`config.mk`:
```
export PLATFORM = sky130hd
export DESIGN_NAME = software_timer_table
export DESIGN_NICKNAME = d
export VERILOG_FILES = /design/src/rtl/stt_pkg.sv /design/src/rtl/stt_ctrl.sv /design/src/rtl/stt_datapath.sv /design/src/rtl/software_timer_table.sv
export SDC_FILE = /design/constraint.sdc
export NUM_CORES = 2
export LEC_CHECK = 0
export ABC_AREA = 1
export BUFFER_PORTS_ARGS = -buffer_cell sky130_fd_sc_hd__buf_2
export CAP_MARGIN = 40
export CORE_MARGIN = 2
export CORE_UTILIZATION = 45
export DETAILED_ROUTE_END_ITERATION = 8
export GPL_TIMING_DRIVEN = 0
export PLACE_DENSITY_LB_ADDON = 0.25
export SYNTH_ARGS = -nofsm -noshare
export SYNTH_HDL_FRONTEND = slang
export SYNTH_HIERARCHICAL = 1
export SYNTH_SLANG_ARGS = --single-unit
```
`constraint.sdc`:
```
create_clock -name clk -period 19.8 [get_ports clk]
set_input_delay 0.99 -clock clk [delete_from_list [all_inputs] [get_ports clk]]
set_output_delay 0.99 -clock clk [all_outputs]
set_load 0.005 [all_outputs]
```
`src/rtl/stt_pkg.sv`:
```
// shared constants, command and result codes for the software timer table
// controller/datapath handshake structs; no dependencies
package stt_pkg;

	localparam int NUM_TIMERS  = 16;
	localparam int MAX_RESULTS = 16;
	localparam int IDX_W       = $clog2(NUM_TIMERS);
	localparam int CNT_W       = $clog2(MAX_RESULTS + 1);

	localparam logic [1:0] CMD_CREATE  = 2'd0;
	localparam logic [1:0] CMD_DESTROY = 2'd1;
	localparam logic [1:0] CMD_TICK    = 2'd2;

	localparam logic [1:0] KIND_CREATE  = 2'd0;
	localparam logic [1:0] KIND_DESTROY = 2'd1;
	localparam logic [1:0] KIND_FIRE    = 2'd2;

	localparam logic [1:0] STAT_OK        = 2'd0;
	localparam logic [1:0] STAT_FULL      = 2'd1;
	localparam logic [1:0] STAT_NOT_FOUND = 2'd2;

	// controller to datapath
	typedef struct packed {
		logic load;       // capture item, restart scan
		logic step;       // move to next slot (create/destroy search)
		logic reply;      // finish create/destroy, write reply
		logic tick_step;  // update current slot for a tick
		logic flush;      // push the held fire as the last result
	} stt_cmd_t;

	// datapath to controller
	typedef struct packed {
		logic [1:0] cmd;
		logic       out_free;
		logic       slot_hit;
		logic       last_slot;
		logic       pend_valid;
		logic       fire_room;
	} stt_stat_t;

endpackage

```
`src/rtl/stt_ctrl.sv`:
```
// sequencer for the timer table: walks the slots for each item
// depends on stt_pkg
module stt_ctrl (
	input  logic               clk,
	input  logic               arst_n,
	input  logic               in_valid,
	output logic               in_stall,
	input  stt_pkg::stt_stat_t stat,
	output stt_pkg::stt_cmd_t  cmd
);
	import stt_pkg::*;

	typedef enum logic [2:0] {
		ST_IDLE  = 3'b001,
		ST_SCAN  = 3'b010,
		ST_FLUSH = 3'b100
	} state_t;

	state_t state_q, state_d;
	logic   need_out;

	assign in_stall = (state_q != ST_IDLE);
	assign need_out = stat.slot_hit && stat.fire_room && stat.pend_valid;

	always_comb begin
		state_d = state_q;
		cmd     = '0;
		case (state_q)
			ST_IDLE: begin
				if (in_valid) begin
					cmd.load = 1'b1;
					state_d  = ST_SCAN;
				end
			end
			ST_SCAN: begin
				if (stat.cmd == CMD_CREATE || stat.cmd == CMD_DESTROY) begin
					if (stat.slot_hit || stat.last_slot) begin
						if (stat.out_free) begin
							cmd.reply = 1'b1;
							state_d   = ST_IDLE;
						end
					end else begin
						cmd.step = 1'b1;
					end
				end else if (stat.cmd == CMD_TICK) begin
					// a second fire pushes the held one, so wait for room
					if (!need_out || stat.out_free) begin
						cmd.tick_step = 1'b1;
						if (stat.last_slot)
							state_d = ST_FLUSH;
					end
				end else begin
					state_d = ST_IDLE;
				end
			end
			ST_FLUSH: begin
				if (!stat.pend_valid) begin
					state_d = ST_IDLE;
				end else if (stat.out_free) begin
					cmd.flush = 1'b1;
					state_d   = ST_IDLE;
				end
			end
			default: state_d = ST_IDLE;
		endcase
	end

	always_ff @(posedge clk or negedge arst_n) begin
		if (!arst_n)
			state_q <= ST_IDLE;
		else
			state_q <= state_d;
	end

	a_one_cmd: assert property (@(posedge clk) disable iff (!arst_n)
		$countones(cmd) <= 1)
		else $error("more than one datapath command");
	a_load_idle: assert property (@(posedge clk) disable iff (!arst_n)
		cmd.load |=> state_q == ST_SCAN)
		else $error("load did not start a scan");
	a_flush_pend: assert property (@(posedge clk) disable iff (!arst_n)
		cmd.flush |-> stat.pend_valid && stat.out_free)
		else $error("flush without held fire or output room");

endmodule

```
`src/rtl/stt_datapath.sv`:
```
// slot storage, scan index, held fire and output register of the timer table
// depends on stt_pkg
module stt_datapath (
	input  logic               clk,
	input  logic               arst_n,
	input  logic [1:0]         command,
	input  logic [31:0]        timeout_ms,
	input  logic               periodic,
	input  logic [15:0]        handler_tag,
	input  logic [15:0]        timer_id,
	input  logic [15:0]        elapsed_ms,
	input  stt_pkg::stt_cmd_t  cmd,
	output stt_pkg::stt_stat_t stat,
	output logic               out_valid,
	input  logic               out_stall,
	output logic [1:0]         kind,
	output logic [1:0]         status,
	output logic [15:0]        result_id,
	output logic [15:0]        fired_tag,
	output logic               last
);
	import stt_pkg::*;

	logic [1:0]       cmd_q;
	logic [31:0]      timeout_q;
	logic             per_q;
	logic [15:0]      tag_q;
	logic [15:0]      tid_q;
	logic [15:0]      elapsed_q;
	logic [IDX_W-1:0] idx_q;
	logic [15:0]      next_id_q;
	logic [CNT_W-1:0] fire_cnt_q;
	logic             pend_valid_q;
	logic [15:0]      pend_id_q;
	logic [15:0]      pend_tag_q;

	logic [NUM_TIMERS-1:0] valid_q;
	logic                  per_mem  [NUM_TIMERS];
	logic [15:0]           id_mem   [NUM_TIMERS];
	logic [31:0]           period_mem [NUM_TIMERS];
	logic [31:0]           rem_mem  [NUM_TIMERS];
	logic [15:0]           tag_mem  [NUM_TIMERS];

	logic             out_valid_q;
	logic [1:0]       kind_q;
	logic [1:0]       status_q;
	logic [15:0]      result_id_q;
	logic [15:0]      fired_tag_q;
	logic             last_q;

	logic        cur_valid;
	logic [31:0] cur_rem;
	logic        expired;
	logic        slot_hit;
	logic        out_free;
	logic        fire_room;
	logic        tick_fire;
	logic        push;

	assign cur_valid = valid_q[idx_q];
	assign cur_rem   = rem_mem[idx_q];
	assign expired   = cur_rem <= {16'd0, elapsed_q};
	assign out_free  = !out_valid_q || !out_stall;
	assign fire_room = fire_cnt_q < CNT_W'(MAX_RESULTS);
	assign tick_fire = cur_valid && expired;

	always_comb begin
		case (cmd_q)
			CMD_CREATE:  slot_hit = !cur_valid;
			CMD_DESTROY: slot_hit = cur_valid && (id_mem[idx_q] == tid_q);
			CMD_TICK:    slot_hit = tick_fire;
			default:     slot_hit = 1'b0;
		endcase
	end

	assign stat.cmd        = cmd_q;
	assign stat.out_free   = out_free;
	assign stat.slot_hit   = slot_hit;
	assign stat.last_slot  = (idx_q == IDX_W'(NUM_TIMERS - 1));
	assign stat.pend_valid = pend_valid_q;
	assign stat.fire_room  = fire_room;

	assign push = cmd.reply || cmd.flush
		|| (cmd.tick_step && tick_fire && fire_room && pend_valid_q);

	// control state
	always_ff @(posedge clk or negedge arst_n) begin
		if (!arst_n) begin
			valid_q      <= '0;
			next_id_q    <= '0;
			idx_q        <= '0;
			fire_cnt_q   <= '0;
			pend_valid_q <= 1'b0;
			out_valid_q  <= 1'b0;
		end else begin
			if (cmd.load) begin
				idx_q        <= '0;
				fire_cnt_q   <= '0;
				pend_valid_q <= 1'b0;
			end
			if (cmd.step || cmd.tick_step)
				idx_q <= idx_q + IDX_W'(1);
			if (cmd.reply && slot_hit) begin
				if (cmd_q == CMD_CREATE) begin
					valid_q[idx_q] <= 1'b1;
					next_id_q      <= next_id_q + 16'd1;
				end else begin
					valid_q[idx_q] <= 1'b0;
				end
			end
			if (cmd.tick_step && tick_fire) begin
				if (!per_mem[idx_q])
					valid_q[idx_q] <= 1'b0;
				if (fire_room) begin
					fire_cnt_q   <= fire_cnt_q + CNT_W'(1);
					pend_valid_q <= 1'b1;
				end
			end
			if (cmd.flush)
				pend_valid_q <= 1'b0;
			if (push)
				out_valid_q <= 1'b1;
			else if (!out_stall)
				out_valid_q <= 1'b0;
		end
	end

	// payload
	always_ff @(posedge clk) begin
		if (cmd.load) begin
			cmd_q     <= command;
			timeout_q <= timeout_ms;
			per_q     <= periodic;
			tag_q     <= handler_tag;
			tid_q     <= timer_id;
			elapsed_q <= elapsed_ms;
		end
		if (cmd.reply && slot_hit && cmd_q == CMD_CREATE) begin
			per_mem[idx_q]    <= per_q;
			id_mem[idx_q]     <= next_id_q;
			period_mem[idx_q] <= timeout_q;
			rem_mem[idx_q]    <= timeout_q;
			tag_mem[idx_q]    <= tag_q;
		end
		if (cmd.tick_step && cur_valid) begin
			if (expired)
				rem_mem[idx_q] <= period_mem[idx_q];
			else
				rem_mem[idx_q] <= cur_rem - {16'd0, elapsed_q};
		end
		if (cmd.tick_step && tick_fire && fire_room) begin
			pend_id_q  <= id_mem[idx_q];
			pend_tag_q <= tag_mem[idx_q];
		end
		if (cmd.reply) begin
			fired_tag_q <= '0;
			last_q      <= 1'b1;
			if (cmd_q == CMD_CREATE) begin
				kind_q      <= KIND_CREATE;
				status_q    <= slot_hit ? STAT_OK : STAT_FULL;
				result_id_q <= slot_hit ? next_id_q : 16'd0;
			end else begin
				kind_q      <= KIND_DESTROY;
				status_q    <= slot_hit ? STAT_OK : STAT_NOT_FOUND;
				result_id_q <= tid_q;
			end
		end else if (push) begin
			// held fire goes out; last only when the scan is over
			kind_q      <= KIND_FIRE;
			status_q    <= STAT_OK;
			result_id_q <= pend_id_q;
			fired_tag_q <= pend_tag_q;
			last_q      <= cmd.flush;
		end
	end

	assign out_valid = out_valid_q;
	assign kind      = kind_q;
	assign status    = status_q;
	assign result_id = result_id_q;
	assign fired_tag = fired_tag_q;
	assign last      = last_q;

	a_push_room: assert property (@(posedge clk) disable iff (!arst_n)
		push |-> out_free)
		else $error("result pushed over an unaccepted one");
	a_cnt_max: assert property (@(posedge clk) disable iff (!arst_n)
		fire_cnt_q <= CNT_W'(MAX_RESULTS))
		else $error("fire count beyond limit");
	a_pend_cnt: assert property (@(posedge clk) disable iff (!arst_n)
		pend_valid_q |-> fire_cnt_q != '0)
		else $error("held fire without a counted fire");

endmodule

```
`src/rtl/software_timer_table.sv`:
```
// top level of the software timer table: controller plus slot datapath
// depends on stt_pkg, stt_ctrl, stt_datapath
//
// One item is handled at a time; the slot table is walked one slot per
// cycle unless it waits on a stalled output. A create visits the slots up
// to and including the lowest free slot (all NUM_TIMERS when the table is
// full), a destroy those up to the matching one (all NUM_TIMERS when not
// found), and a tick always visits all NUM_TIMERS slots, then sends its
// held final fire if there is one. Results leave through a one-entry output
// register; while it is stalled the scan waits at the next fire or reply.
// Command 3 is taken and gives no result.
module software_timer_table (
	input  logic        clk,
	input  logic        arst_n,
	input  logic        in_valid,
	output logic        in_stall,
	input  logic [1:0]  command,
	input  logic [31:0] timeout_ms,
	input  logic        periodic,
	input  logic [15:0] handler_tag,
	input  logic [15:0] timer_id,
	input  logic [15:0] elapsed_ms,
	output logic        out_valid,
	input  logic        out_stall,
	output logic [1:0]  kind,
	output logic [1:0]  status,
	output logic [15:0] result_id,
	output logic [15:0] fired_tag,
	output logic        last
);
	import stt_pkg::*;

	stt_cmd_t  cmd;
	stt_stat_t stat;

	stt_ctrl u_ctrl (
		.clk      (clk),
		.arst_n   (arst_n),
		.in_valid (in_valid),
		.in_stall (in_stall),
		.stat     (stat),
		.cmd      (cmd)
	);

	stt_datapath u_datapath (
		.clk         (clk),
		.arst_n      (arst_n),
		.command     (command),
		.timeout_ms  (timeout_ms),
		.periodic    (periodic),
		.handler_tag (handler_tag),
		.timer_id    (timer_id),
		.elapsed_ms  (elapsed_ms),
		.cmd         (cmd),
		.stat        (stat),
		.out_valid   (out_valid),
		.out_stall   (out_stall),
		.kind        (kind),
		.status      (status),
		.result_id   (result_id),
		.fired_tag   (fired_tag),
		.last        (last)
	);

endmodule
```
==> results.ini <==
[cts]
cts_setup_buffers=0
clkLatencyLatePin_ns=0.83
cts.sink_count=1750
tritoncts_clock_tree=yes
htree_levels=4
clockRootBuffer=sky130_fd_sc_hd__clkbuf_16
cts.reportedPaths.clkPinSlew_ns=0.06
max-clock-path-buffers=3
cts_hold_buf=0
cts_buffers=179
cts-resized-gates=0

[sta]
max_slew.worst_pin.slew_ns=1.03
slew-limit-headroom_pct=31.6
final.min_clock_period_ns=10.67
final-setup-viol-count=0
finalClockSkew_ns=0.0383
report.final.hold_viol_count=0
fin_crit_sh_pct=53.9
finalWorstSetupSlack_ns=9.13
maxClockFrequency_ghz=0.0937
maxSlewViolCount=0
rsz0062_at_grt=false

[synth]
synthesis.yosys.warnings=6
netlist_instances=5929
synth_nets=6039
synth.top_cell.area_share_pct=71.1
synth_commonest_cells=sky130_fd_sc_hd__edfxtp_1, sky130_fd_sc_hd__nand2_1, sky130_fd_sc_hd__nor2_1
synth_seq_cells=1750
synthDominantAreaCellType=sky130_fd_sc_hd__edfxtp_1
share_of_async_settable_or_async_resettable_flops_after_synthesis_pct=2.63
synth-main-ff-cell=sky130_fd_sc_hd__edfxtp_1
synth.area.top_cells=sky130_fd_sc_hd__edfxtp_1, sky130_fd_sc_hd__nand2_1, sky130_fd_sc_hd__o21ai_0
post_synth_design_cell_area_um2=71300
number_of_distinct_standard_cells_referenced_by_the_synthesized_netlist=50
yosysSeqAreaShare_pct=73.2
synth_edf_count=1687
synth_most_common_cell=sky130_fd_sc_hd__edfxtp_1
postSynthAreaPerCell_um2=12.0

[setup_path]
critical_path_required_ns=20.30
r2r_start=u_datapath/idx_q[1]
crit-reg2reg-capture=u_datapath/period_mem[3][10]
critPathMaxFanout=10
r2r_cells=38
worstPathArrival_ns=11.16
rrSetupSlack_ns=9.13
cp_common_cell=sky130_fd_sc_hd__nand2_1
crit_path_top_delay_cell=sky130_fd_sc_hd__nor4_1
endpoint_kind=register
criticalPathCategory=reg2reg
worst_setup_path_start_kind=register
cp_slowest_stage_delay_ns=0.64

[pwr]
leakage_nw=29.8
totalPowerFinal_mw=10.5
p_per_area_nw_per_um2=127
vdd_drop_max_uv=88.2

[place]
io_buffer_count=125
place.gp.congestion=0.913
dpl.hpwl_um=159000
pre_cts_ws_ns=9.35
placed_cells=8286

[finish]
area_growth_pct=16.2
layout.cells.non_filler=8624
num-fill-cells=13500
layout.nets=6507
final_layout_size_suffix_gt1_share_pct=11.7

[routing]
ant_nets=0
route.detailed.vias_per_inst=5.87
routed-via-count=50600
drt_drc_violations_left=0
drt-wirelength-per-cell_um=27.2
drt_iter0_drc=6982
routed_wl_um=235000
dr.pass1.iters=6

[run]
cap_violations=0

[floorplan]
io_pins=126
die_w_um=402
floorplan.core_area_um2=158000
start_util_pct=45.2
dieHeight_um=402
core.rowCount=146
total_die_area_um2=162000

[global_route]
grt_antenna_before_repair=3
largest_net_degree_at_the_start_of_global_routing=37
number_of_global_route_vias_before_repair=47800
grt_pass1_wl_um=334000
globalRoute.totalOverflow=0
grt_use_total_pct=28.5

[outcome]
run_status=finished, final reports clean

[min_path]
hp-class=in2async

## routing by layer
layer	vias up	GRT usage (%)	share of wire, %
met4	2	12.2	4.6
li1	21900	-	-
met2	3237	45.1	46
met1	24900	38.9	38
met5	-	0	0.0038
met3	574	5.27	11
## power by group
group	internal (mW)	switching, mW	total, mW
registers	4.30	0.148	4.45
logic	0.762	2.06	2.83
clock network	1.84	1.41	3.25
## metrics by stage
step           TNS, ns  utilization (%)  hold slack [ns]  instance area (um^2)
5_1_grt              0             52.5            0.197                 82800
3_3_place_gp   -115.67             47.2            0.440                 74500
2_1_floorplan        0                -            0.439                 71300
6_report             0             52.5            0.182                 82800
3_5_place_dp         0             48.9            0.437                 77200
4_1_cts              0             52.5            0.137                 82800
## worst max-delay path: cells and delay by family, from the launching register on
kind / cells / cell delay (ns)
buffers and inverters: 18 / 5.54
adder cells (fa/ha/maj): 1 / 0.26
flip-flops: 1 / 0.46
AO/OA/AOI/OAI: 4 / 0.88
AND/OR/NAND/NOR: 15 / 3.14
## registers in the layout, indices dropped and copies added (netlist names), 3 cells and up
signal                 count
u_datapath/idx_q           4
u_datapath/timeout_q      32
u_datapath/tid_q          16
u_datapath/id_mem        256
u_datapath/per_mem        16
u_datapath/fire_cnt_q      5
u_ctrl/state_q             3
u_datapath/fired_tag      16
u_datapath/elapsed_q      16
u_datapath/pend_tag_q     16
u_datapath/pend_id_q      16
u_datapath/tag_mem       256
u_datapath/next_id_q      16
u_datapath/tag_q          16
u_datapath/valid_q        16
u_datapath/period_mem    512
u_datapath/rem_mem       512
u_datapath/result_id      16
## worst max-delay path by stage
stage	startpoint	to	slack, ns	depth (start not counted)
3_5_place_dp	u_datapath/idx_q[1]	u_datapath/period_mem[3][9]	9.35	38
2_1_floorplan	u_datapath/idx_q[0]	u_datapath/id_mem[12][0]	9.43	38
6_report	u_datapath/idx_q[1]	u_datapath/period_mem[3][10]	9.13	38
5_1_grt	u_datapath/idx_q[1]	u_datapath/period_mem[3][10]	8.72	41
3_3_place_gp	u_datapath/idx_q[2]	u_datapath/period_mem[12][10]	-0.70	33
4_1_cts	u_datapath/idx_q[1]	u_datapath/period_mem[3][10]	9.31	38
## layout make-up
| class | instances | area, um^2 | share of cell area (%) |
|---|---|---|---|
| inverters | 329 | 1240 | 1.50 |
| clock inverters | 104 | 823 | 0.994 |
| multi-input cells | 3508 | 16400 | 19.8 |
| diodes | 5 | 12.5 | 0.0151 |
| well taps | 2072 | 2590 | 3.13 |
| clock buffers | 227 | 4780 | 5.77 |
| flip-flops and latches | 1750 | 52200 | 63.0 |
| plain buffers | 342 | 1670 | 2.01 |
| repair buffers | 287 | 3120 | 3.76 |
## cells in the final DEF (no fill, tap or decap), types with 35 or more instances in the layout
cell type | Yosys | routed
sky130_fd_sc_hd__inv_1 | 316 | 316
sky130_fd_sc_hd__o21ai_1 | 54 | 63
sky130_fd_sc_hd__nand2_1 | 1207 | 1207
sky130_fd_sc_hd__o22ai_1 | 263 | 263
sky130_fd_sc_hd__nand4_1 | 64 | 64
sky130_fd_sc_hd__a21oi_1 | 63 | 63
sky130_fd_sc_hd__buf_6 | 24 | 49
sky130_fd_sc_hd__clkbuf_16 | 0 | 181
sky130_fd_sc_hd__buf_2 | 115 | 245
sky130_fd_sc_hd__clkbuf_1 | 173 | 211
sky130_fd_sc_hd__clkinv_2 | 0 | 35
sky130_fd_sc_hd__clkinv_1 | 2 | 45
sky130_fd_sc_hd__o21ai_0 | 654 | 645
sky130_fd_sc_hd__buf_12 | 0 | 54
sky130_fd_sc_hd__edfxtp_1 | 1687 | 1687
sky130_fd_sc_hd__nor2_1 | 828 | 807
sky130_fd_sc_hd__nand3_1 | 170 | 170
sky130_fd_sc_hd__dfrtp_1 | 45 | 45
sky130_fd_sc_hd__buf_4 | 16 | 65
## kinds of logic (layout without fill, tap and decap cells)
kind of cell	after synthesis	count (layout)	synth area share, %
and+or+nand+nor	2324	2324	13.1
DFF	1750	1750	73.2
AOI/OAI and AO/OA	1120	1120	8.73
buffers and inverters	671	1289	4.08
xor gates and xnor gates	33	33	0.406
adders and majority gates	23	23	0.414
muxes	8	8	0.123
other	0	5	0
Power figures use the tool's default switching activity.
